$ cat config.mk
export PLATFORM = sky130hd
export DESIGN_NAME = rrp_ctrl
export DESIGN_NICKNAME = d
export VERILOG_FILES = /design/src/hdl/rrp_pkg.sv /design/src/hdl/rrp_ctrl.sv
export SDC_FILE = /design/constraint.sdc
export NUM_CORES = 1
export LEC_CHECK = 0
export ABC_AREA = 1
export BUFFER_PORTS_ARGS = -buffer_cell sky130_fd_sc_hd__buf_2
export CORE_AREA = 8 8 45 47
export CTS_BUF_LIST = sky130_fd_sc_hd__clkbuf_8
export DETAILED_ROUTE_END_ITERATION = 12
export DIE_AREA = 0 0 53 55
export HOLD_SLACK_MARGIN = 0.02
export SYNTH_ARGS = -nofsm -noshare
export SYNTH_HDL_FRONTEND = slang
export SYNTH_SLANG_ARGS = --single-unit
$ cat constraint.sdc
create_clock -name clock -period 2.5 [get_ports clock]
set_input_delay 0.375 -clock clock [delete_from_list [all_inputs] [get_ports clock]]
set_output_delay 0.375 -clock clock [all_outputs]
set_load 0.02 [all_outputs]
$ cat src/hdl/rrp_pkg.sv
// rrp_pkg: shared constants, types and helpers for the rectangle raster painter
// depends on nothing; used by every module of the painter except rrp_ram
package rrp_pkg;

   localparam int MAX_SIDE  = 256;
   localparam int FRAC_BITS = 8;

   localparam int SIDE_W  = $clog2(MAX_SIDE);
   localparam int ADDR_W  = 2 * SIDE_W;
   localparam int DEPTH   = MAX_SIDE * MAX_SIDE;
   localparam int CFG_W   = 9;
   localparam int CHAR_W  = 8;
   localparam int COORD_W = 20;
   localparam int POS_W   = ((COORD_W > SIDE_W + FRAC_BITS) ? COORD_W : SIDE_W + FRAC_BITS) + 2;
   localparam int RC_W    = 8;
   localparam int IDX_W   = 2;

   localparam logic [CHAR_W-1:0] TYPE_FILLED  = 8'h52;
   localparam logic [CHAR_W-1:0] TYPE_OUTLINE = 8'h72;
   localparam logic [CHAR_W-1:0] BG_RESET     = 8'h20;

   typedef enum logic [1:0] {
      OP_CLEAR = 2'd0,
      OP_DRAW  = 2'd1,
      OP_READ  = 2'd2,
      OP_NONE  = 2'd3
   } op_type;

   typedef enum logic [IDX_W-1:0] {
      REG_WIDTH  = 2'd0,
      REG_HEIGHT = 2'd1,
      REG_BG     = 2'd2,
      REG_UNUSED = 2'd3
   } reg_index_type;

   typedef enum logic [1:0] {
      ST_IDLE,
      ST_SWEEP,
      ST_READ,
      ST_DONE
   } state_type;

   typedef struct packed {
      logic accept;
      logic step;
      logic capture;
      logic load_rsp;
   } dp_cmd_type;

   typedef struct packed {
      logic draw_go;
      logic sweep_done;
      logic rsp_busy;
   } dp_status_type;

   function automatic logic [CFG_W-1:0] clamp_side(input logic [CFG_W-1:0] v);
      logic [CFG_W-1:0] r;
      if (v == '0) begin
         r = CFG_W'(1);
      end else if (32'(v) > MAX_SIDE) begin
         r = CFG_W'(MAX_SIDE);
      end else begin
         r = v;
      end
      return r;
   endfunction

endpackage

$ cat src/hdl/rrp_ctrl.sv
// rrp_ctrl: sequencing state machine of the painter
// depends on rrp_pkg; drives the datapath through dp_cmd_type
module rrp_ctrl
   import rrp_pkg::*;
(
   input  logic          clock,
   input  logic          reset,
   input  logic          req_valid,
   input  logic [1:0]    req_operation,
   input  dp_status_type status,
   output dp_cmd_type    cmd,
   output logic          req_stall
);

   state_type state_ff, state_in;
   op_type    op;

   assign op = op_type'(req_operation);

   always_ff @(posedge clock) begin
      if (reset) begin
         state_ff <= ST_IDLE;
      end else begin
         state_ff <= state_in;
      end
   end

   always_comb begin
      state_in = state_ff;
      unique case (state_ff)
         ST_IDLE: begin
            if (req_valid) begin
               unique case (op)
                  OP_CLEAR: state_in = ST_SWEEP;
                  OP_DRAW:  state_in = status.draw_go ? ST_SWEEP : ST_DONE;
                  OP_READ:  state_in = ST_READ;
                  default:  state_in = ST_DONE;
               endcase
            end
         end
         ST_SWEEP: begin
            if (status.sweep_done) begin
               state_in = ST_DONE;
            end
         end
         ST_READ: state_in = ST_DONE;
         ST_DONE: begin
            if (!status.rsp_busy) begin
               state_in = ST_IDLE;
            end
         end
         default: state_in = ST_IDLE;
      endcase
   end

   always_comb begin
      cmd          = '0;
      req_stall    = 1'b1;
      unique case (state_ff)
         ST_IDLE: begin
            req_stall  = 1'b0;
            cmd.accept = req_valid;
         end
         ST_SWEEP: cmd.step     = 1'b1;
         ST_READ:  cmd.capture  = 1'b1;
         ST_DONE:  cmd.load_rsp = !status.rsp_busy;
         default:  cmd          = '0;
      endcase
   end

endmodule

==> results of run 1 <==
[final timing paths]
kind	startpoint	endpoint	slack, ns	cells past startpoint
worst max register to register	state_ff[0]	state_ff[0]	1.33	6
worst min-delay path	reset	state_ff[1]	0.42	4
worst max-delay path	state_ff[0]	cmd[3]	0.99	5
worst min register to register	state_ff[1]	state_ff[1]	0.61	4
[logic make-up after synthesis]
logic type | share of synthesized area
adders and majority gates | 0.234
DFF | 0.187
AOI/OAI and AO/OA | 0.0234
and+or+nand+nor | 0.380
buffers and inverters | 0.175
[through the flow]
step	util	area, um2	power (mW)
detailed placement	0.212	294	0.290
global route	0.242	335	0.452
global placement	0.212	294	0.287
finish	0.242	335	0.407
floorplan	-	214	0.230
CTS	0.242	335	0.418
[worst max-delay path, cell delays in order (launching register included)]
cell and delay, ns:
dfxtp_1 0.35, inv_1 0.09, ha_1 0.25, nand2_1 0.07
inv_1 0.03, buf_2 0.14
[power by group]
group	total, mW	internal (mW)	switching (mW)
sequential	0.0595	0.0475	0.0120
combinational	0.225	0.0793	0.146
clock	0.123	0.101	0.0213
total	0.407	0.228	0.179
[synth_stat cells]
cell type	instances	area, um2
nand2_1	14	52.6
inv_1	10	37.5
nor2_1	5	18.8
ha_1	4	50.1
dfxtp_1	2	40.0
nand3_2	1	10.0
o21ai_0	1	5.00
[layout make-up]
| class | count | area share |
|---|---|---|
| inverters | 10 | 0.112 |
| well taps | 16 | 0.0597 |
| repair buffers | 12 | 0.179 |
| clock buffers | 3 | 0.123 |
| flip-flops and latches | 2 | 0.119 |
| multi-input cells | 25 | 0.407 |
[layer usage]
layer | up-vias | wire length (um)
met5 | - | 0
met4 | 0 | 0
met3 | 0 | 71
met2 | 6 | 227
met1 | 91 | 213
li1 | 134 | -
==> metrics.cfg, run 1 <==
[sta]
final.period_utilization=0.604
min_period_ns=1.51
setup_tns_ns=0
setup_viol_count_final=0
slew_violations=0
hold_viol=0
setup_slack_ns=0.989
rsz0062_at_grt=no
relSlewSlack=0.898
finalClockSkew_ns=0.00130
whs_ns=0.416
worst_pin_slew_ns=0.151
fmax_ghz=0.662

[clocking]
clk_latency_ns=0.20
cts.path.max_buffers=2
cts_buffers=3
cts_resized=0
cts_tree=yes
clockRootBuffer=clkbuf_8
hold_buffers=0
clkSlewWorstSetupHoldPaths_ns=0.03
cts_num_sinks=2
post_cts_buffers=0
htree_levels=1

[run]
max_cap_viol_count=0

[grt]
grt_pass1_vias=220
grtUsageTotal=0.0398
use_met2=0.0625
globalRouteOverflowTotal=0
met1_usage=0.0348
antenna_found_initial=0
grtUsageMet3=0.0401
grt_pass1_wl_um=828
grt_max_degree=6
grt_busiest_layer=met2

[worst_hold_path]
hp-class=in2reg

[place]
hpwl_um=446
portBuffers=12
gp_congestion=0.731
dp_cells=65
post-place-ws_ns=1.20

[final_layout]
synthToLayoutAreaGrowth_pct=56.7
layout_commonest_cell=nand2_1
final_cell_mix=14 x nand2_1, 12 x buf_2, 10 x inv_1, 5 x nor2_1, 4 x ha_1
multiInputGateArea_um2=136
drive_gt1_frac=0.308
antenna_cells=0
fin_cells=68
largest_register_ffs=2
fill_cells=155
seqCellArea_um2=40.0
largest_register=state_ff
nets=66
largest_registers=state_ff: 2 flops

[drt]
routed_wl_um=513
drt_iter0_markers=0
route.vias.total=231
ant_nets=0
remaining_drc_errors=0
post_drt_wl_per_cell_um=7.54
firstDrtPassIters=1
viasPerCell=3.40

[worst_setup_path]
crit_required_ns=2.12
arrival_ns=1.14
critical_path_class=reg2out
critical_path_peak_fanout=5
endpoint_kind=output pin
critPathLaunchType=flop

[die]
row_count=14
die-area_um2=2920
die_w_um=53
initial_core_util=0.155
coreArea_um2=1380
ios=13
die_h_um=55

[synth]
yosys_register_bits=2
synth_cells=37
synthDistinctLibCells=7
yosysWarningCount=0
synth_area_um2=214
synth_fp_nets=49
yosysSeqAreaShare=0.187
syn_avg_cell_area_um2=5.78

[power]
ir_worst_vdd_mv=0.400
powerDensity_nw_per_um2=1210
p_leak_nw=0.223

[status]
status=finished, final reports clean

No activity file was read; power rests on OpenSTA's default activity.
==> inputs of run 2 (changes only) <==
clock period = 1.55 ns   (was 2.5 ns; I/O delays follow)
==> run 2 against run 1 <==
  * Clock skew up 0.0023 ns
  * Core utilization unchanged
  * Flip-flop and latch count unchanged
  * Die area unchanged
  * Cell area unchanged
  * Largest cell class unchanged
==> metrics.cfg, run 2 (same netlist as run 1, synthesis figures left out) <==
[place]
post_dp_cell_area_um2=294
portBuffers=12
gp_congestion=0.726
hpwl_um=440

[worst_setup_path]
slowest_delay_ns=0.34
cpMostUsedCell=inv_1
critical_path_class=reg2out
crit_required_ns=1.32
critical_path_peak_fanout=5
path_buf_inv=3
endpoint_kind=output pin
cp_slowest_cell=dfxtp_1
critical_path.top_delay_family=flip-flops
crit_path_cell_trace=inv_1, ha_1, nand2_1, inv_1, buf_2
arrival_ns=1.14
critPathLaunchType=flop

[power]
fin_total_pwr_mw=0.659
powerDensity_nw_per_um2=1960
p_leak_nw=0.223
ir_worst_vdd_mv=0.366

[clocking]
clockRootBuffer=clkbuf_8
cts_num_sinks=2
htree_levels=1
clkSlewWorstSetupHoldPaths_ns=0.03
cts_tree=yes
cts_resized=0
cts.path.max_buffers=2
hold_buffers=0
cts_buffers=3
post_cts_buffers=0
clk_latency_ns=0.21

[final_layout]
final_cell_mix=14 x nand2_1, 12 x buf_2, 10 x inv_1, 5 x nor2_1, 4 x ha_1
antenna_cells=0
seqCellArea_um2=40.0
largest_registers=state_ff: 2 flops
largest_register_ffs=2
drive_gt1_frac=0.308
fin_util=0.242
nets=66
layout_commonest_cell=nand2_1
multiInputGateArea_um2=136
fin_area_um2=335
largest_register=state_ff
fill_cells=164
synthToLayoutAreaGrowth_pct=56.7

[die]
ios=13
die_w_um=53
die_h_um=55
coreArea_um2=1380
die-area_um2=2920
initial_core_util=0.155
row_count=14

[drt]
post_drt_wl_per_cell_um=7.59
viasPerCell=3.51
route.vias.total=239
firstDrtPassIters=2
drt_iter0_markers=2
remaining_drc_errors=0
ant_nets=0
routed_wl_um=516

[sta]
final.period_utilization=0.886
relSlewSlack=0.901
setup_tns_ns=0
min_period_ns=1.37
hold_viol=0
fmax_ghz=0.729
whs_ns=0.262
setup_viol_count_final=0
rsz0062_at_grt=no
slew_violations=0
worst_pin_slew_ns=0.149
finalClockSkew_ns=0.00358

[grt]
globalRouteOverflowTotal=0
grt_pass1_vias=214
grt_busiest_layer=met2
grtUsageTotal=0.0431
antenna_found_initial=0
grt_pass1_wl_um=800
use_met2=0.0645
met1_usage=0.0273
grtUsageMet3=0.0508
grt_max_degree=6

[status]
status=finished, final reports clean

[worst_hold_path]
hp-class=in2reg

[run]
max_cap_viol_count=0

-- run 2: power by group --
group          switching [mW]  internal [mW]
Combinational           0.230          0.127
Sequential             0.0184         0.0767
Clock                  0.0423          0.164
-- run 2: final cells by class --
type,instances,share of cell area
repair buffers,12,0.179
multi-input cells,25,0.407
clock buffers,3,0.123
well taps,16,0.0597
flip-flops and latches,2,0.119
inverters,10,0.112
-- run 2: path summary, 6_finish.rpt --
kind                                    end  slack (ns)        start  depth (start not counted)
worst min-delay path            state_ff[0]        0.26        reset                          4
worst max register to register  state_ff[1]        0.39  state_ff[0]                          6
worst max-delay path                 cmd[3]        0.18  state_ff[0]                          5
worst min register to register  state_ff[0]        0.61  state_ff[0]                          4
-- run 2: tightest hold or removal path, stage by stage --
cell,delay (ns)
buf_2,0.07
inv_1,0.04
nand2_1,0.05
nor2_1,0.03
-- run 2: per-layer routing --
metal	share of wire	up-vias
li1	-	136
met1	0.35	93
met2	0.49	8
met3	0.14	2
met4	0.023	0
met5	0	-
-- run 2: through the flow --
step | setup WS, ns | std cells
3_3_place_gp | 0.409 | 65
3_5_place_dp | 0.384 | 65
2_1_floorplan | 0.421 | 37
4_1_cts | 0.164 | 68
5_1_grt | 0.0983 | 68
6_report | 0.177 | 68
